## config.mk

```make
export PLATFORM = sky130hd
export DESIGN_NAME = decimal_seven_segment_display_frame_unit_flat
export DESIGN_NICKNAME = d
export VERILOG_FILES = /design/src/design/dsf_pkg.sv /design/src/design/dsf_if.sv /design/src/design/decimal_seven_segment_display_frame_unit.sv /design/src/design/dsf_front.sv /design/src/design/dsf_queue.sv /design/src/design/dsf_back.sv /design/src/flat_wrapper.sv
export SDC_FILE = /design/constraint.sdc
export NUM_CORES = 1
export LEC_CHECK = 0
export ABC_CLOCK_PERIOD_IN_PS = 7400
export BUFFER_PORTS_ARGS = -buffer_cell sky130_fd_sc_hd__buf_2
export CAP_MARGIN = 20
export CORE_MARGIN = 4
export CORE_UTILIZATION = 58
export CTS_CLUSTER_DIAMETER = 50
export CTS_CLUSTER_SIZE = 28
export DETAILED_ROUTE_END_ITERATION = 10
export HOLD_SLACK_MARGIN = 0.08
export PLACE_DENSITY = 0.89
export SLEW_MARGIN = 20
export SYNTH_ARGS = -nofsm -noshare
export SYNTH_HDL_FRONTEND = slang
export SYNTH_SLANG_ARGS = --single-unit
```

## constraint.sdc

```tcl
create_clock -name clk -period 7.4 [get_ports clk]
set_input_delay 0.37 -clock clk [delete_from_list [all_inputs] [get_ports clk]]
set_output_delay 0.37 -clock clk [all_outputs]
set_load 0.01 [all_outputs]
```

## src/design/dsf_pkg.sv

```systemverilog
// Package for the decimal seven-segment display frame unit.
// Request codes, frame constants, command type and segment lookup.
// No dependencies.
package dsf_pkg;

    localparam int DSF_DIGIT_POSITIONS = 7;
    localparam int DSF_BUF_BYTES       = 14;
    localparam int DSF_FRAME_LEN       = 18;
    localparam int DSF_NUM_DIGITS      = 5;

    localparam logic [1:0] REQ_WRITE   = 2'd0;
    localparam logic [1:0] REQ_CLEAR   = 2'd1;
    localparam logic [1:0] REQ_REFRESH = 2'd2;

    localparam logic [7:0] CMD_MODE      = 8'h03;
    localparam logic [7:0] CMD_DATA      = 8'h40;
    localparam logic [7:0] CMD_ADDR      = 8'hc0;
    localparam logic [7:0] POINT_BIT     = 8'h80;
    localparam logic [7:0] CTRL_RESET    = 8'h88;
    localparam logic [16:0] VALUE_MOD    = 17'd100000;
    // floor(65536 / 10), slightly below 1/10 so the quotient never overshoots
    localparam logic [12:0] RECIP_TEN    = 13'd6553;

    typedef struct packed {
        logic [1:0]                             kind;
        logic [DSF_NUM_DIGITS-1:0][3:0]         digits;  // [0] is most significant
        logic [2:0]                             start;
        logic [2:0]                             count;   // clamped to 0..5
        logic [2:0]                             point;
    } cmd_t;

    function automatic logic [7:0] seg_lookup(input logic [3:0] d);
        logic [7:0] s;
        unique case (d)
            4'd0:    s = 8'h3f;
            4'd1:    s = 8'h06;
            4'd2:    s = 8'h5b;
            4'd3:    s = 8'h4f;
            4'd4:    s = 8'h66;
            4'd5:    s = 8'h6d;
            4'd6:    s = 8'h7d;
            4'd7:    s = 8'h07;
            4'd8:    s = 8'h7f;
            4'd9:    s = 8'h6f;
            default: s = 8'h00;
        endcase
        return s;
    endfunction

endpackage

```

## src/design/dsf_if.sv

```systemverilog
// Valid/ready channel interfaces for request and frame byte transactions.
// Depends on dsf_pkg.
interface dsf_req_if
    import dsf_pkg::*;
    ();
    logic        valid;
    logic        ready;
    logic [1:0]  req_type;
    logic [16:0] value;
    logic [2:0]  start_position;
    logic [2:0]  digit_count;
    logic [2:0]  point_position;

    modport source (output valid, req_type, value, start_position, digit_count,
                    point_position, input ready);
    modport sink   (input valid, req_type, value, start_position, digit_count,
                    point_position, output ready);
endinterface

interface dsf_frame_if
    import dsf_pkg::*;
    ();
    logic       valid;
    logic       ready;
    logic [7:0] frame_byte;
    logic       strobe_first;
    logic       last_byte;

    modport source (output valid, frame_byte, strobe_first, last_byte, input ready);
    modport sink   (input valid, frame_byte, strobe_first, last_byte, output ready);
endinterface

```

## src/design/decimal_seven_segment_display_frame_unit.sv

```systemverilog
// Seven-segment decimal display frame unit, top level.
// Instantiates dsf_front, dsf_queue and dsf_back; depends on dsf_pkg, dsf_if.
//
// Channels: request (sink) carries number writes, clears and refreshes;
// frame (source) carries frame bytes, one transaction per byte, LSB-first
// serialization is left to the link. cfg_we/cfg_wdata load the display
// control byte, sent as the last byte of every frame.
// Flow: a number write is accepted, then split into digits by one
// divide-by-ten step per cycle, then pushed to the queue; the back end
// applies it to the digit store when it pops it. A clear or refresh is
// accepted and pushed without the digit extraction.
// Refresh: a refresh occupies the back end until all 18 bytes of its frame
// have been loaded into the output register. The 2-entry command queue
// lets the front end convert the next write while a frame is being sent.
// Reset: the digit store clears to blanks, the control byte becomes 0x88,
// queue and output register empty.
// Receiver stall: the output register holds its byte and the back end
// waits; a command waiting on a full queue holds request ready low.
module decimal_seven_segment_display_frame_unit
    import dsf_pkg::*;
#(
    parameter int DIGIT_POSITIONS = DSF_DIGIT_POSITIONS
)
(
    input  logic        clk,
    input  logic        rst_n,
    input  logic        cfg_we,
    input  logic [7:0]  cfg_wdata,
    dsf_req_if.sink     request,
    dsf_frame_if.source frame
);

    cmd_t front_cmd;
    cmd_t head_cmd;
    logic front_valid;
    logic q_full;
    logic q_empty;
    logic q_pop;

    dsf_front u_front (
        .clk       (clk),
        .rst_n     (rst_n),
        .request   (request),
        .cmd       (front_cmd),
        .cmd_valid (front_valid),
        .cmd_full  (q_full)
    );

    dsf_queue u_queue (
        .clk       (clk),
        .rst_n     (rst_n),
        .push      (front_valid),
        .push_data (front_cmd),
        .pop       (q_pop),
        .head      (head_cmd),
        .full      (q_full),
        .empty     (q_empty)
    );

    dsf_back #(
        .DIGIT_POSITIONS (DIGIT_POSITIONS)
    ) u_back (
        .clk       (clk),
        .rst_n     (rst_n),
        .cfg_we    (cfg_we),
        .cfg_wdata (cfg_wdata),
        .cmd       (head_cmd),
        .cmd_empty (q_empty),
        .cmd_pop   (q_pop),
        .frame     (frame)
    );

endmodule

```

## src/design/dsf_front.sv

```systemverilog
// Front end: accepts requests, reduces a write's value and splits it into
// decimal digits one per cycle, then hands a command to the queue.
// Depends on dsf_pkg and dsf_if.
module dsf_front
    import dsf_pkg::*;
(
    input  logic          clk,
    input  logic          rst_n,
    dsf_req_if.sink       request,
    output cmd_t          cmd,
    output logic          cmd_valid,
    input  logic          cmd_full
);

    localparam logic [1:0] F_IDLE = 2'd0;
    localparam logic [1:0] F_CONV = 2'd1;
    localparam logic [1:0] F_PUSH = 2'd2;

    logic [1:0]  state_reg, state_next;
    logic [2:0]  step_reg;
    cmd_t        cmd_reg;
    logic [16:0] val_reg;

    logic        accept;
    logic [16:0] val_mod;
    logic [29:0] prod;
    logic [13:0] quo_est;
    logic [16:0] rem_est;
    logic [13:0] quo;
    logic [3:0]  rem;

    assign request.ready = (state_reg == F_IDLE);
    assign accept        = request.valid && request.ready;
    assign cmd_valid     = (state_reg == F_PUSH);
    assign cmd           = cmd_reg;

    assign val_mod = (request.value >= VALUE_MOD) ? request.value - VALUE_MOD
                                                  : request.value;

    // divide by ten: reciprocal estimate, then one correction step
    always_comb
    begin
        prod    = 30'(val_reg) * 30'(RECIP_TEN);
        quo_est = prod[29:16];
        rem_est = val_reg - {quo_est, 3'b000} - 17'({quo_est, 1'b0});
        if (rem_est >= 17'd10)
        begin
            quo = quo_est + 14'd1;
            rem = 4'(rem_est - 17'd10);
        end
        else
        begin
            quo = quo_est;
            rem = rem_est[3:0];
        end
    end

    always_comb
    begin
        state_next = state_reg;
        unique case (state_reg)
            F_IDLE:
            begin
                if (accept)
                begin
                    if (request.req_type == REQ_WRITE)
                        state_next = F_CONV;
                    else if (request.req_type == REQ_CLEAR ||
                             request.req_type == REQ_REFRESH)
                        state_next = F_PUSH;
                end
            end
            F_CONV:
            begin
                if (step_reg == 3'(DSF_NUM_DIGITS - 1))
                    state_next = F_PUSH;
            end
            F_PUSH:
            begin
                if (!cmd_full)
                    state_next = F_IDLE;
            end
            default: state_next = F_IDLE;
        endcase
    end

    always_ff @(posedge clk or negedge rst_n)
    begin
        if (!rst_n)
        begin
            state_reg <= F_IDLE;
            step_reg  <= '0;
        end
        else
        begin
            state_reg <= state_next;
            if (state_reg == F_CONV)
                step_reg <= step_reg + 3'd1;
            else
                step_reg <= '0;
        end
    end

    always_ff @(posedge clk)
    begin
        if (accept)
        begin
            cmd_reg.kind  <= request.req_type;
            cmd_reg.start <= request.start_position;
            cmd_reg.count <= (request.digit_count > 3'(DSF_NUM_DIGITS))
                             ? 3'(DSF_NUM_DIGITS) : request.digit_count;
            cmd_reg.point <= request.point_position;
            val_reg       <= val_mod;
        end
        else if (state_reg == F_CONV)
        begin
            // least significant digit first, shifted toward the high index
            cmd_reg.digits <= {cmd_reg.digits[DSF_NUM_DIGITS-2:0], rem};
            val_reg        <= 17'(quo);
        end
    end

endmodule

```

## src/design/dsf_queue.sv

```systemverilog
// Two-entry command queue between front and back end.
// Depends on dsf_pkg.
module dsf_queue
    import dsf_pkg::*;
(
    input  logic clk,
    input  logic rst_n,
    input  logic push,
    input  cmd_t push_data,
    input  logic pop,
    output cmd_t head,
    output logic full,
    output logic empty
);

    cmd_t       entry_reg [2];
    logic       wr_ptr_reg;
    logic       rd_ptr_reg;
    logic [1:0] count_reg;

    assign full  = (count_reg == 2'd2);
    assign empty = (count_reg == 2'd0);
    assign head  = entry_reg[rd_ptr_reg];

    always_ff @(posedge clk or negedge rst_n)
    begin
        if (!rst_n)
        begin
            wr_ptr_reg <= 1'b0;
            rd_ptr_reg <= 1'b0;
            count_reg  <= '0;
        end
        else
        begin
            if (push && !full)
                wr_ptr_reg <= ~wr_ptr_reg;
            if (pop && !empty)
                rd_ptr_reg <= ~rd_ptr_reg;
            if ((push && !full) && !(pop && !empty))
                count_reg <= count_reg + 2'd1;
            else if (!(push && !full) && (pop && !empty))
                count_reg <= count_reg - 2'd1;
        end
    end

    always_ff @(posedge clk)
    begin
        if (push && !full)
            entry_reg[wr_ptr_reg] <= push_data;
    end

endmodule

```

## src/design/dsf_back.sv

```systemverilog
// Back end: holds the digit store and control byte, executes writes and
// clears, and sends the 18-byte frame through an output register.
// Depends on dsf_pkg and dsf_if.
module dsf_back
    import dsf_pkg::*;
#(
    parameter int DIGIT_POSITIONS = DSF_DIGIT_POSITIONS
)
(
    input  logic        clk,
    input  logic        rst_n,
    input  logic        cfg_we,
    input  logic [7:0]  cfg_wdata,
    input  cmd_t        cmd,
    input  logic        cmd_empty,
    output logic        cmd_pop,
    dsf_frame_if.source frame
);

    localparam logic B_IDLE = 1'b0;
    localparam logic B_SEND = 1'b1;

    logic       state_reg;
    logic [4:0] cnt_reg;
    logic [7:0] ctrl_reg;
    logic [7:0] store_reg [DIGIT_POSITIONS];
    logic [7:0] store_next [DIGIT_POSITIONS];
    logic       out_valid_reg;
    logic [7:0] out_byte_reg;
    logic       out_strobe_reg;
    logic       out_last_reg;

    logic       slot_free;
    logic       load;
    logic [7:0] byte_next;
    logic       strobe_next;
    logic       last_next;
    logic [4:0] addr;

    logic [3:0] pos_v;
    logic [3:0] end_v;
    logic [3:0] pt_v;
    logic [2:0] idx_v;
    logic       pt_ok;

    assign slot_free    = !out_valid_reg || frame.ready;
    assign load         = (state_reg == B_SEND) && slot_free;
    assign cmd_pop      = (state_reg == B_IDLE) && !cmd_empty;
    assign frame.valid        = out_valid_reg;
    assign frame.frame_byte   = out_byte_reg;
    assign frame.strobe_first = out_strobe_reg;
    assign frame.last_byte    = out_last_reg;

    // store contents after a number write
    always_comb
    begin
        end_v = 4'(cmd.start) + 4'(cmd.count);
        pt_v  = 4'(cmd.start) + 4'(cmd.count) - 4'd1 - 4'(cmd.point);
        pt_ok = (cmd.point != 3'd0) && (cmd.point < cmd.count);
        pos_v = '0;
        idx_v = '0;
        for (int p = 0; p < DIGIT_POSITIONS; p++)
        begin
            pos_v = 4'(p);
            store_next[p] = store_reg[p];
            if (pos_v >= 4'(cmd.start) && pos_v < end_v)
            begin
                idx_v = 3'(4'(DSF_NUM_DIGITS) - 4'(cmd.count) + pos_v - 4'(cmd.start));
                store_next[p] = seg_lookup(cmd.digits[idx_v]);
            end
            if (pt_ok && pos_v == pt_v)
                store_next[p] = store_next[p] | POINT_BIT;
        end
    end

    // frame byte for the current count
    always_comb
    begin
        addr        = cnt_reg - 5'd3;
        byte_next   = '0;
        strobe_next = 1'b0;
        last_next   = 1'b0;
        priority if (cnt_reg == 5'd0)
        begin
            byte_next   = CMD_MODE;
            strobe_next = 1'b1;
        end
        else if (cnt_reg == 5'd1)
        begin
            byte_next   = CMD_DATA;
            strobe_next = 1'b1;
        end
        else if (cnt_reg == 5'd2)
        begin
            byte_next   = CMD_ADDR;
            strobe_next = 1'b1;
        end
        else if (cnt_reg == 5'(DSF_FRAME_LEN - 1))
        begin
            byte_next   = ctrl_reg;
            strobe_next = 1'b1;
            last_next   = 1'b1;
        end
        else
        begin
            for (int p = 0; p < DIGIT_POSITIONS; p++)
            begin
                if (2 * p < DSF_BUF_BYTES && addr == 5'(2 * p))
                    byte_next = store_reg[p];
            end
        end
    end

    always_ff @(posedge clk or negedge rst_n)
    begin
        if (!rst_n)
        begin
            state_reg     <= B_IDLE;
            cnt_reg       <= '0;
            ctrl_reg      <= CTRL_RESET;
            out_valid_reg <= 1'b0;
            for (int p = 0; p < DIGIT_POSITIONS; p++)
                store_reg[p] <= '0;
        end
        else
        begin
            if (cfg_we)
                ctrl_reg <= cfg_wdata;

            if (load)
                out_valid_reg <= 1'b1;
            else if (frame.ready)
                out_valid_reg <= 1'b0;

            unique case (state_reg)
                B_IDLE:
                begin
                    cnt_reg <= '0;
                    if (cmd_pop)
                    begin
                        if (cmd.kind == REQ_WRITE)
                        begin
                            for (int p = 0; p < DIGIT_POSITIONS; p++)
                                store_reg[p] <= store_next[p];
                        end
                        else if (cmd.kind == REQ_CLEAR)
                        begin
                            for (int p = 0; p < DIGIT_POSITIONS; p++)
                                store_reg[p] <= '0;
                        end
                        else if (cmd.kind == REQ_REFRESH)
                            state_reg <= B_SEND;
                    end
                end
                B_SEND:
                begin
                    if (load)
                    begin
                        cnt_reg <= cnt_reg + 5'd1;
                        if (cnt_reg == 5'(DSF_FRAME_LEN - 1))
                            state_reg <= B_IDLE;
                    end
                end
                default: state_reg <= B_IDLE;
            endcase
        end
    end

    always_ff @(posedge clk)
    begin
        if (load)
        begin
            out_byte_reg   <= byte_next;
            out_strobe_reg <= strobe_next;
            out_last_reg   <= last_next;
        end
    end

endmodule
```

## src/flat_wrapper.sv

```systemverilog
// flat-port wrapper written by rule: the top's interface ports become plain ports
module decimal_seven_segment_display_frame_unit_flat import dsf_pkg::*;
#(
    parameter int DIGIT_POSITIONS = DSF_DIGIT_POSITIONS
)
  (clk, rst_n, cfg_we, cfg_wdata, request_valid, request_req_type, request_value, request_start_position, request_digit_count, request_point_position, request_ready, frame_valid, frame_frame_byte, frame_strobe_first, frame_last_byte, frame_ready);
  dsf_req_if request_i ();
  dsf_frame_if frame_i ();
  input  logic clk;
  input  logic rst_n;
  input  logic cfg_we;
  input  logic [7:0] cfg_wdata;
  input wire logic [$bits(request_i.valid)-1:0] request_valid;
  input wire logic [$bits(request_i.req_type)-1:0] request_req_type;
  input wire logic [$bits(request_i.value)-1:0] request_value;
  input wire logic [$bits(request_i.start_position)-1:0] request_start_position;
  input wire logic [$bits(request_i.digit_count)-1:0] request_digit_count;
  input wire logic [$bits(request_i.point_position)-1:0] request_point_position;
  output wire logic [$bits(request_i.ready)-1:0] request_ready;
  output wire logic [$bits(frame_i.valid)-1:0] frame_valid;
  output wire logic [$bits(frame_i.frame_byte)-1:0] frame_frame_byte;
  output wire logic [$bits(frame_i.strobe_first)-1:0] frame_strobe_first;
  output wire logic [$bits(frame_i.last_byte)-1:0] frame_last_byte;
  input wire logic [$bits(frame_i.ready)-1:0] frame_ready;
  assign request_i.valid = request_valid;
  assign request_i.req_type = request_req_type;
  assign request_i.value = request_value;
  assign request_i.start_position = request_start_position;
  assign request_i.digit_count = request_digit_count;
  assign request_i.point_position = request_point_position;
  assign request_ready = request_i.ready;
  assign frame_valid = frame_i.valid;
  assign frame_frame_byte = frame_i.frame_byte;
  assign frame_strobe_first = frame_i.strobe_first;
  assign frame_last_byte = frame_i.last_byte;
  assign frame_i.ready = frame_ready;
  decimal_seven_segment_display_frame_unit #(.DIGIT_POSITIONS(DIGIT_POSITIONS)) u_core (.clk(clk), .rst_n(rst_n), .cfg_we(cfg_we), .cfg_wdata(cfg_wdata), .request(request_i), .frame(frame_i));
endmodule
```

Word-level counts from Yosys, hierarchy flattened
Memories as Yosys holds them, arrays and structs flattened.
Index checks and enable logic that the tools add are counted.
{ "totals": {"ff_bits": 138, "latchBits": 0, "elab_cells": 259, "mem_count": 8, "mem_bits_rw": 62, "output_inout_bits": 12, "mem_bits_ro": 784} }
{ "mem_list": {"columns": ["name", "words", "word_bits", "rd", "rd_ports_with_merged_regs", "wr", "line_no", "rtl"], "rows": [
  ["(no name shown)", 16, 7, 1, 0, 0, "dsf_pkg.sv:34", "unique case (d)"],
  ["(no name shown)", 16, 7, 1, 0, 0, "dsf_pkg.sv:34", null],
  ["(no name shown)", 16, 7, 1, 0, 0, "dsf_pkg.sv:34", null],
  ["(no name shown)", 16, 7, 1, 0, 0, "dsf_pkg.sv:34", null],
  ["(no name shown)", 16, 7, 1, 0, 0, "dsf_pkg.sv:34", null],
  ["(no name shown)", 16, 7, 1, 0, 0, "dsf_pkg.sv:34", null],
  ["+2 memories", null, null, null, null, null, null, null]
]} }
{ "op_classes": {"n_lt_le_gt_ge": 25, "muxes": 68, "add_sub_neg": 27, "n_reduce_logical": 53, "n_shift": 0, "eq_ne": 35, "multipliers": 1, "div_mod_pow": 0, "bitwise": 4} }
{ "op_table": {"columns": ["operator", "n"], "rows": [
  ["$mux 8", 23],
  ["$mux 56", 2],
  ["$bmux 4 s3", 7],
  ["$mux 17", 3],
  ["$mux 4", 8],
  ["$reduce_and 4->1", 8],
  ["$mul 17x13->30 const B", 1],
  ["$lt 3x4->1 const B", 7],
  ["$logic_and 1x1->1", 22],
  ["$ne 3x3->1 const B", 7],
  ["$sub 3x3->3", 7],
  ["$ge 17x17->1 const B", 1],
  ["$ge 17x4->1 const B", 1],
  ["$sub 17x15->17", 1],
  ["$sub 17x17->17", 1],
  ["$sub 17x17->17 const B", 1],
  ["$eq 5x4->1 const B", 3],
  ["$add 14x1->14 const B", 1],
  ["$mux 14", 1],
  ["$mux 2", 7],
  ["$eq 3x4->1 const A", 3],
  ["$lt 3x4->1 const A", 3],
  ["$mux 1", 11],
  ["$eq 5x2->1 const B", 2],
  ["other kinds (48)", 82]
]} }

Longest topological paths before layout
Gate-level depths: netlist of run 1.
{ "logic_depth": {"ltp_word": 12, "depth_mapped": 34, "ltp_nobuf": 33} }

Hierarchy
Synthesis of run 1 repeated with hierarchy kept, for this count alone.
{ "unflattened": {"hier_cells": 1714, "area_unflattened_um2": 17571.9} }
{ "by_module_without_submodules": {"columns": ["mod", "seq_area_each_um2", "cells_per_inst", "area_per_inst_um2", "n_inst"], "rows": [
  ["dsf_front", 1566.5, 824, 8011.4, 1],
  ["dsf_back", 2079.5, 774, 6972.9, 1],
  ["dsf_queue", 1961.9, 116, 2587.5, 1]
]} }

Least setup slack after synthesis of run 1
No wires, ideal clock.
{ "synth_timing": {"path_kind": "reg2reg", "start": "register u_core.u_front.val_reg[12]", "end": "register u_core.u_front.val_reg[3] (data pin)", "setup_slack_ns": -0.738, "t_arrival_ns": 7.877, "stages_incl_launch_ff": 32, "required_time_ns": 7.139, "cell_sequence": "edfxtp_1 -> ha_1 -> fa_1 -> inv_1 -> fa_1 -> inv_1 -> fa_1 -> inv_1 -> fa_1 -> inv_1 -> ha_1 -> and3_1 -> a221oi_1 -> o21ai_0 -> a22o_1 -> nor2_1 -> o21bai_1 -> xor2_1 -> xnor2_1 -> ha_1 -> o21bai_1 -> ha_1 -> a21oi_1 -> o32ai_1 -> or4_1 -> nor4_1 -> o211ai_1 -> nor4_1 -> o2111a_1 -> buf_2 -> nor2_1 -> a311o_1"} }
{ "synth_between": {"elab_chain_len": 7, "word_cells_on_any_way": 8, "classes_between": "add/sub: 3; mul: 1; order compare: 1; mux: 3"} }
{ "synth_lines": {"columns": ["item", "line_no", "rtl"], "rows": [
  ["from (decl)", "dsf_front.sv:22", "logic [16:0] val_reg;"],
  ["from (signal assigned)", "dsf_front.sv:113", "val_reg <= val_mod;"],
  ["from (signal assigned)", "dsf_front.sv:119", "val_reg <= 17'(quo);"],
  ["$mul 17x13->30", "dsf_front.sv:43", "prod = 30'(val_reg) * 30'(RECIP_TEN);"],
  ["$sub 17x17->17", "dsf_front.sv:45", "rem_est = val_reg - {quo_est, 3'b000} - 17'({quo_est, 1'b0});"],
  ["$sub 17x15->17", "dsf_front.sv:45", null],
  ["$ge 17x4->1", "dsf_front.sv:46", "if (rem_est >= 17'd10)"],
  ["$mux 14 *", "dsf_front.sv:46", null],
  ["$mux 17 *", "dsf_front.sv:115", "else if (state_reg == F_CONV)"],
  ["$mux 17 *", "dsf_front.sv:106", "if (accept)"]
]} }
Mark *: on every way between the ends. The rest lies on a longest branch, timed or not. The select of a mux whose other input is x is not followed.
A chain may end at the register's enable or synchronous reset.

Final worst setup path of run 1
{ "layout_timing": {"start": "register u_core.u_front.val_reg[5]", "end": "register u_core.u_front.val_reg[1] (data pin)"} }
Same word-level chain as after synthesis.

==> results.py, run 1 <==
metrics = {
    "logic_synthesis": {
        "yosysWarnings": 0,
        "synth_nets": 1874,
        "synth_edf_count": 120,
        "synth_seq_cells": 200,
        "synth_cell_types": 91,
        "synthFlopType": "edfxtp_1",
        "avgSynthCellArea_sq_um": 10.3,
        "syn_area_sq_mm": 0.0162,
        "async_flop_share": 0.400,
        "syn_inst": 1576,
        "synth.yosys.seq_area_share": 0.347,
    },
    "critical_path": {
        "worstSetupStartpointType": "flop",
        "crit_slowest_cell": "edfxtp_1",
        "worst_ep_arrival_time_ps": 8530,
        "critPathKind": "flop to flop",
        "cp_data_required_time_ps": 7700,
        "slowest_delay_ps": 530,
        "worstReg2RegEnd": "u_core.u_front.val_reg[1]$_DFFE_PP_",
        "r2r_start": "u_core.u_front.val_reg[5]$_DFFE_PP_",
        "r2r_cells": 36,
        "regToRegSetupSlack_ps": -830,
        "path_max_fanout": 5,
        "critPathCaptureType": "flop",
        "path_common_cell": "buf_4",
    },
    "detailed_routing": {
        "wl_mm": 45.6,
        "num_vias": 13629,
        "wire_per_inst_um": 21.1,
        "via_per_inst": 6.32,
        "ant_nets": 0,
        "drt_drc_violations_left": 0,
        "firstDrtPassIters": 6,
        "drtIter0Drc": 1520,
    },
    "sta": {
        "setup_violations": 17,
        "fin_setup_tns_ps": -12360,
        "rsz0062_at_grt": "true",
        "relSlewSlack": 0.218,
        "min_period_ps": 8230,
        "setup_ws_ps": -835,
        "whs_ps": 87.3,
        "finalCritPeriodShare": 1.11,
        "slew_violations": 0,
        "final-hold-violation-count": 0,
        "worst_clock_skew_ps": 15.7,
        "worstMarginPinSlew_ps": 1170,
        "fmax_mhz": 121,
    },
    "finish": {
        "final_nets": 2069,
        "fin_util": 0.720,
        "antennaDiodeCount": 0,
        "drive_gt1_frac": 0.244,
        "largest_register_ff_count": 62,
        "layout.cells.non_filler": 2156,
        "syn_to_final_growth_pct": 21.1,
    },
    "clocking": {
        "clkSinkCount": 200,
        "insertion_delay_ps": 460,
        "cts_root_buf": "clkbuf_16",
        "cts.clk_slew.worst_paths_ps": 80,
        "numCtsBuffers": 17,
        "clock_path_buffers": 2,
        "cts_tree": "built",
        "htreeDepth": 4,
    },
    "global_routing": {
        "grt_first_pass_wirelength_mm": 69.0,
        "track_usage": 0.281,
        "grt_pass1_vias": 13523,
        "grt_max_degree": 81,
        "antenna_found_initial": 0,
        "overflow": 0,
    },
    "hold_path": {
        "worstHoldPathCells": 1,
        "hold_start": "request_point_position[0]",
        "min_to": "u_core.u_front.cmd[0]$_DFFE_PP_",
        "hold_path_class": "input port to flop",
    },
    "floorplanning": {
        "die_area_sq_mm": 0.0306,
        "die_x_um": 175,
        "core-area_sq_mm": 0.0272,
        "initial_core_util": 0.594,
        "die_y_um": 175,
        "io_pins": 53,
        "rows": 60,
    },
    "flow_run": {
        "cap_violations": 0,
    },
    "placement": {
        "io_buffers": 52,
        "dp_hpwl_mm": 31.8,
        "place_congestion": 0.972,
        "dp_cells": 2099,
    },
    "run_status": {
        "outcome": "finished, violations left",
        "violations": "negative setup slack",
    },
}
-- worst max path at each step --
stage                                              from                                    to  slack, ps  cells after the start
global placement    u_core.u_front.val_reg[1]$_DFFE_PP_   u_core.u_front.val_reg[7]$_DFFE_PP_       -450                     33
CTS                 u_core.u_front.val_reg[4]$_DFFE_PP_  u_core.u_front.val_reg[13]$_DFFE_PP_       -340                     31
global route        u_core.u_front.val_reg[6]$_DFFE_PP_   u_core.u_front.val_reg[1]$_DFFE_PP_      -1050                     29
floorplan           u_core.u_front.val_reg[9]$_DFFE_PP_   u_core.u_front.val_reg[3]$_DFFE_PP_        -70                     31
detailed placement  u_core.u_front.val_reg[1]$_DFFE_PP_   u_core.u_front.val_reg[2]$_DFFE_PP_       -710                     33
finish              u_core.u_front.val_reg[5]$_DFFE_PP_   u_core.u_front.val_reg[1]$_DFFE_PP_       -830                     36
-- final cells by class --
class                   instances  area [sq um]
inverters                     210           788
fillers                      1727          7610
clock buffers                  17           425
repair buffers                214          1530
well taps                     372           465
clock inverters                15           135
flip-flops and latches        200          5610
multi-input cells            1128         10600
-- Yosys cell counts, drive strengths merged, types with 19 or more instances --
cell	count	share of area
inv	209	0.049
ha	191	0.15
nand2	129	0.030
edfxtp	120	0.22
nor2	111	0.026
o21ai	88	0.027
dfrtp	78	0.12
a21oi	70	0.023
fa	66	0.082
mux2i	53	0.035
xnor2	46	0.028
a21o	34	0.016
clkbuf	28	0.0065
xor2	26	0.017
nand3	25	0.0077
a31oi	21	0.0081
nor3	19	0.0062
-- metal layers --
metal  routed length [um]  GRT usage  up-vias  part of all wire
met4                 2500      0.117        0             0.055
met5                    0          0        -                 0
met3                 4320     0.0606      234             0.095
met1                17100      0.366     6616              0.37
li1                     -          -     5959                 -
met2                21700      0.460      820              0.48
-- critical path: cells and delay by family, from the launching register on --
family	cells	cell delay, ps
AO/OA/AOI/OAI	10	1680
XOR/XNOR	2	270
adder cells (fa/ha/maj)	8	2920
buffers and inverters	12	1510
flip-flops	1	530
AND/OR/NAND/NOR	4	1140
-- through the flow --
step | area (sq um) | setup slack [ps]
after floorplan | 16600 | -69.9
after global placement | 18100 | -453
after detailed placement | 18100 | -714
after CTS | 19100 | -337
after global routing | 19600 | -1050
final | 19600 | -835
-- logic make-up after synthesis --
family | after synthesis | synth area share
flip-flops | 200 | 0.347
multiplexers | 84 | 0.0674
XOR/XNOR | 73 | 0.0458
AO/OA/AOI/OAI | 342 | 0.144
adder cells (fa/ha/maj) | 257 | 0.230
buffers and inverters | 248 | 0.0588
AND/OR/NAND/NOR | 372 | 0.107
-- cells in the final DEF, fill, tap and decap left out, types with 16 or more instances in the layout --
| master | n |
|---|---|
| mux2i_1 | 50 |
| a21o_1 | 34 |
| edfxtp_1 | 120 |
| o21ai_0 | 59 |
| ha_1 | 153 |
| nand2_1 | 125 |
| buf_2 | 52 |
| a21oi_1 | 60 |
| ha_4 | 31 |
| dfrtp_1 | 77 |
| buf_4 | 146 |
| fa_1 | 64 |
| xor2_1 | 17 |
| a31oi_1 | 19 |
| xnor2_1 | 37 |
| nor2_1 | 107 |
| nand3_1 | 23 |
| mux4_2 | 16 |
| inv_1 | 196 |
| clkbuf_16 | 17 |
| o21ai_1 | 21 |
-- repair_timing --
action / CTS / global route
pin swaps: 27 / 35
gates resized for setup: 65 / 59
hold buffers: 1 / 1
hold endpoints to repair: 1 / 78
gates cloned: 2 / 0
setup endpoints to repair: 17 / 17
setup buffers: 10 / 12
Power of run 1 is left out: the tool's default activity adds up to more than one toggle a clock period on the data nets, which glitch-free logic cannot reach.
==> run 2: changes to the inputs <==
--- a/config.mk
+++ b/config.mk
@@ -14,7 +14,7 @@
 export CTS_CLUSTER_SIZE = 28
 export DETAILED_ROUTE_END_ITERATION = 10
 export HOLD_SLACK_MARGIN = 0.08
-export PLACE_DENSITY = 0.89
+export PLACE_DENSITY = 0.78
 export SLEW_MARGIN = 20
 export SYNTH_ARGS = -nofsm -noshare
 export SYNTH_HDL_FRONTEND = slang
==> results.py, run 2 (synthesis results as in run 1) <==
metrics = {
    "finish": {
        "largest_register_ff_count": 62,
        "final_nets": 2070,
        "fin_util": 0.709,
        "drive_gt1_frac": 0.221,
        "final_common_cell": "inv_1",
        "stdcell_area_sq_mm": 0.0193,
        "n_fill_cell": 1946,
        "seqCellArea_sq_mm": 0.00561,
        "antennaDiodeCount": 0,
        "final_cell_mix": "inv_1, ha_1, buf_4, nand2_1, edfxtp_1",
        "multi_input_area_sq_mm": 0.0103,
        "syn_to_final_growth_pct": 19.3,
    },
    "floorplanning": {
        "rows": 60,
        "initial_core_util": 0.594,
        "die_area_sq_mm": 0.0306,
        "core-area_sq_mm": 0.0272,
        "io_pins": 53,
        "die_x_um": 175,
        "die_y_um": 175,
    },
    "clocking": {
        "insertion_delay_ps": 450,
        "htreeDepth": 4,
        "clock_path_buffers": 2,
        "cts_tree": "built",
        "clkSinkCount": 200,
        "cts.clk_slew.worst_paths_ps": 80,
        "numCtsBuffers": 17,
        "cts_root_buf": "clkbuf_16",
    },
    "sta": {
        "fmax_mhz": 126,
        "worst_clock_skew_ps": 14.7,
        "min_period_ps": 7920,
        "finalCritPeriodShare": 1.07,
        "relSlewSlack": 0.208,
        "rsz0062_at_grt": "true",
        "slew_violations": 0,
        "worstMarginPinSlew_ps": 1190,
        "setup_violations": 17,
        "final-hold-violation-count": 0,
        "setup_ws_ps": -517,
    },
    "run_status": {
        "outcome": "finished, violations left",
        "violations": "negative setup slack",
    },
    "placement": {
        "place_congestion": 0.985,
        "io_buffers": 52,
        "dp_hpwl_mm": 31.3,
        "post-place-ws_ps": -623,
        "place_area_sq_mm": 0.0181,
    },
    "critical_path": {
        "path_buf_inv": 3,
        "crit_slowest_cell": "or4_1",
        "worst_ep_arrival_time_ps": 8120,
        "critPathKind": "flop to flop",
        "path_common_cell": "fa_1",
        "cp_data_required_time_ps": 7600,
        "path_max_fanout": 5,
        "crit_family": "adder cells",
        "worstSetupStartpointType": "flop",
        "critPathCaptureType": "flop",
        "slowest_delay_ps": 550,
    },
    "global_routing": {
        "grt_pass1_vias": 12564,
        "antenna_found_initial": 3,
        "grt_first_pass_wirelength_mm": 65.2,
        "grt_max_degree": 57,
        "overflow": 0,
        "track_usage": 0.268,
    },
    "detailed_routing": {
        "via_per_inst": 5.93,
        "ant_nets": 0,
        "wire_per_inst_um": 18.8,
        "drt_drc_violations_left": 0,
        "firstDrtPassIters": 6,
        "drtIter0Drc": 1293,
        "wl_mm": 40.5,
        "num_vias": 12781,
    },
    "hold_path": {
        "hold_path_class": "input port to flop",
    },
    "flow_run": {
        "cap_violations": 0,
    },
}
==> run 2: cell count changes in the layout (fill, tap and decap cells not counted), sizes merged <==
| cell | previous run | this run |
|---|---|---|
| bufinv | 0 | 1 |
| clkinv | 4 | 5 |
| clkbuf | 17 | 18 |
| clkinvlp | 4 | 1 |
| dlygate4sd3 | 2 | 6 |
| buf | 212 | 208 |
| o2111a | 1 | 2 |
==> run 2: stage by stage <==
stage | hold slack (ps) | setup TNS, ps | instances
finish | 105 | -7930 | 2157
global route | 86.1 | -11660 | 2157
CTS | 87.9 | -4370 | 2154
detailed placement | 290 | -9220 | 2100
global placement | 286 | -6930 | 2100
floorplan | 74.4 | -222 | 1576
==> run 2: what timing repair did <==
item / 4_1_cts / 5_1_grt
endpoints found under the setup margin: 17 / 17
buffers inserted: 14 / 4
pin swaps: 37 / 15
hold buffers: 6 / 0
hold endpoints to repair: 29 / 0
cloned: 2 / 0
gates resized for setup: 46 / 19
==> run 2: path summary, 6_finish.rpt <==
check / from / endpoint / slack (ps) / cells past startpoint
max: u_core.u_front.val_reg[4]$_DFFE_PP_ / u_core.u_front.val_reg[3]$_DFFE_PP_ / -520 / 30
min: request_point_position[2] / u_core.u_front.cmd[2]$_DFFE_PP_ / 110 / 1
max reg2reg: u_core.u_front.val_reg[4]$_DFFE_PP_ / u_core.u_front.val_reg[3]$_DFFE_PP_ / -520 / 30
min reg2reg: u_core.u_front.cmd[28]$_DFFE_PP_ / u_core.u_queue.entry_reg[0][28]$_DFFE_PP_ / 450 / 0
max in group asynchronous: rst_n / u_core.u_queue.rd_ptr_reg$_DFFE_PN0P_ / 5910 / 3
min in group asynchronous: rst_n / u_core.u_back.store_reg[16]$_DFFE_PN0P_ / 370 / 2
==> run 2: routing by layer <==
metal | part of all wire | global-route usage
met5 | 0.00086 | 0
met4 | 0.030 | 0.0933
met1 | 0.43 | 0.373
met3 | 0.072 | 0.0491
met2 | 0.47 | 0.425
==> run 2: cell type report <==
type                            instances  share of cell area
Multi-Input combinational cell       1129               0.534
Sequential cell                       200               0.291
Timing Repair Buffer                  214              0.0793
Inverter                              210              0.0409
Tap cell                              372              0.0242
Clock buffer                           18              0.0223
Clock inverter                         14             0.00812
==> run 2: worst register-to-register path, delay by kind of cell, from the launching register on <==
kind	cells	cell delay, ps
XOR/XNOR	3	520
AO/OA/AOI/OAI	9	1840
buffers and inverters	3	280
flip-flops	1	520
adder cells (fa/ha/maj)	8	2810
AND/OR/NAND/NOR	7	1700
Power of run 2 is left out for the same reason.
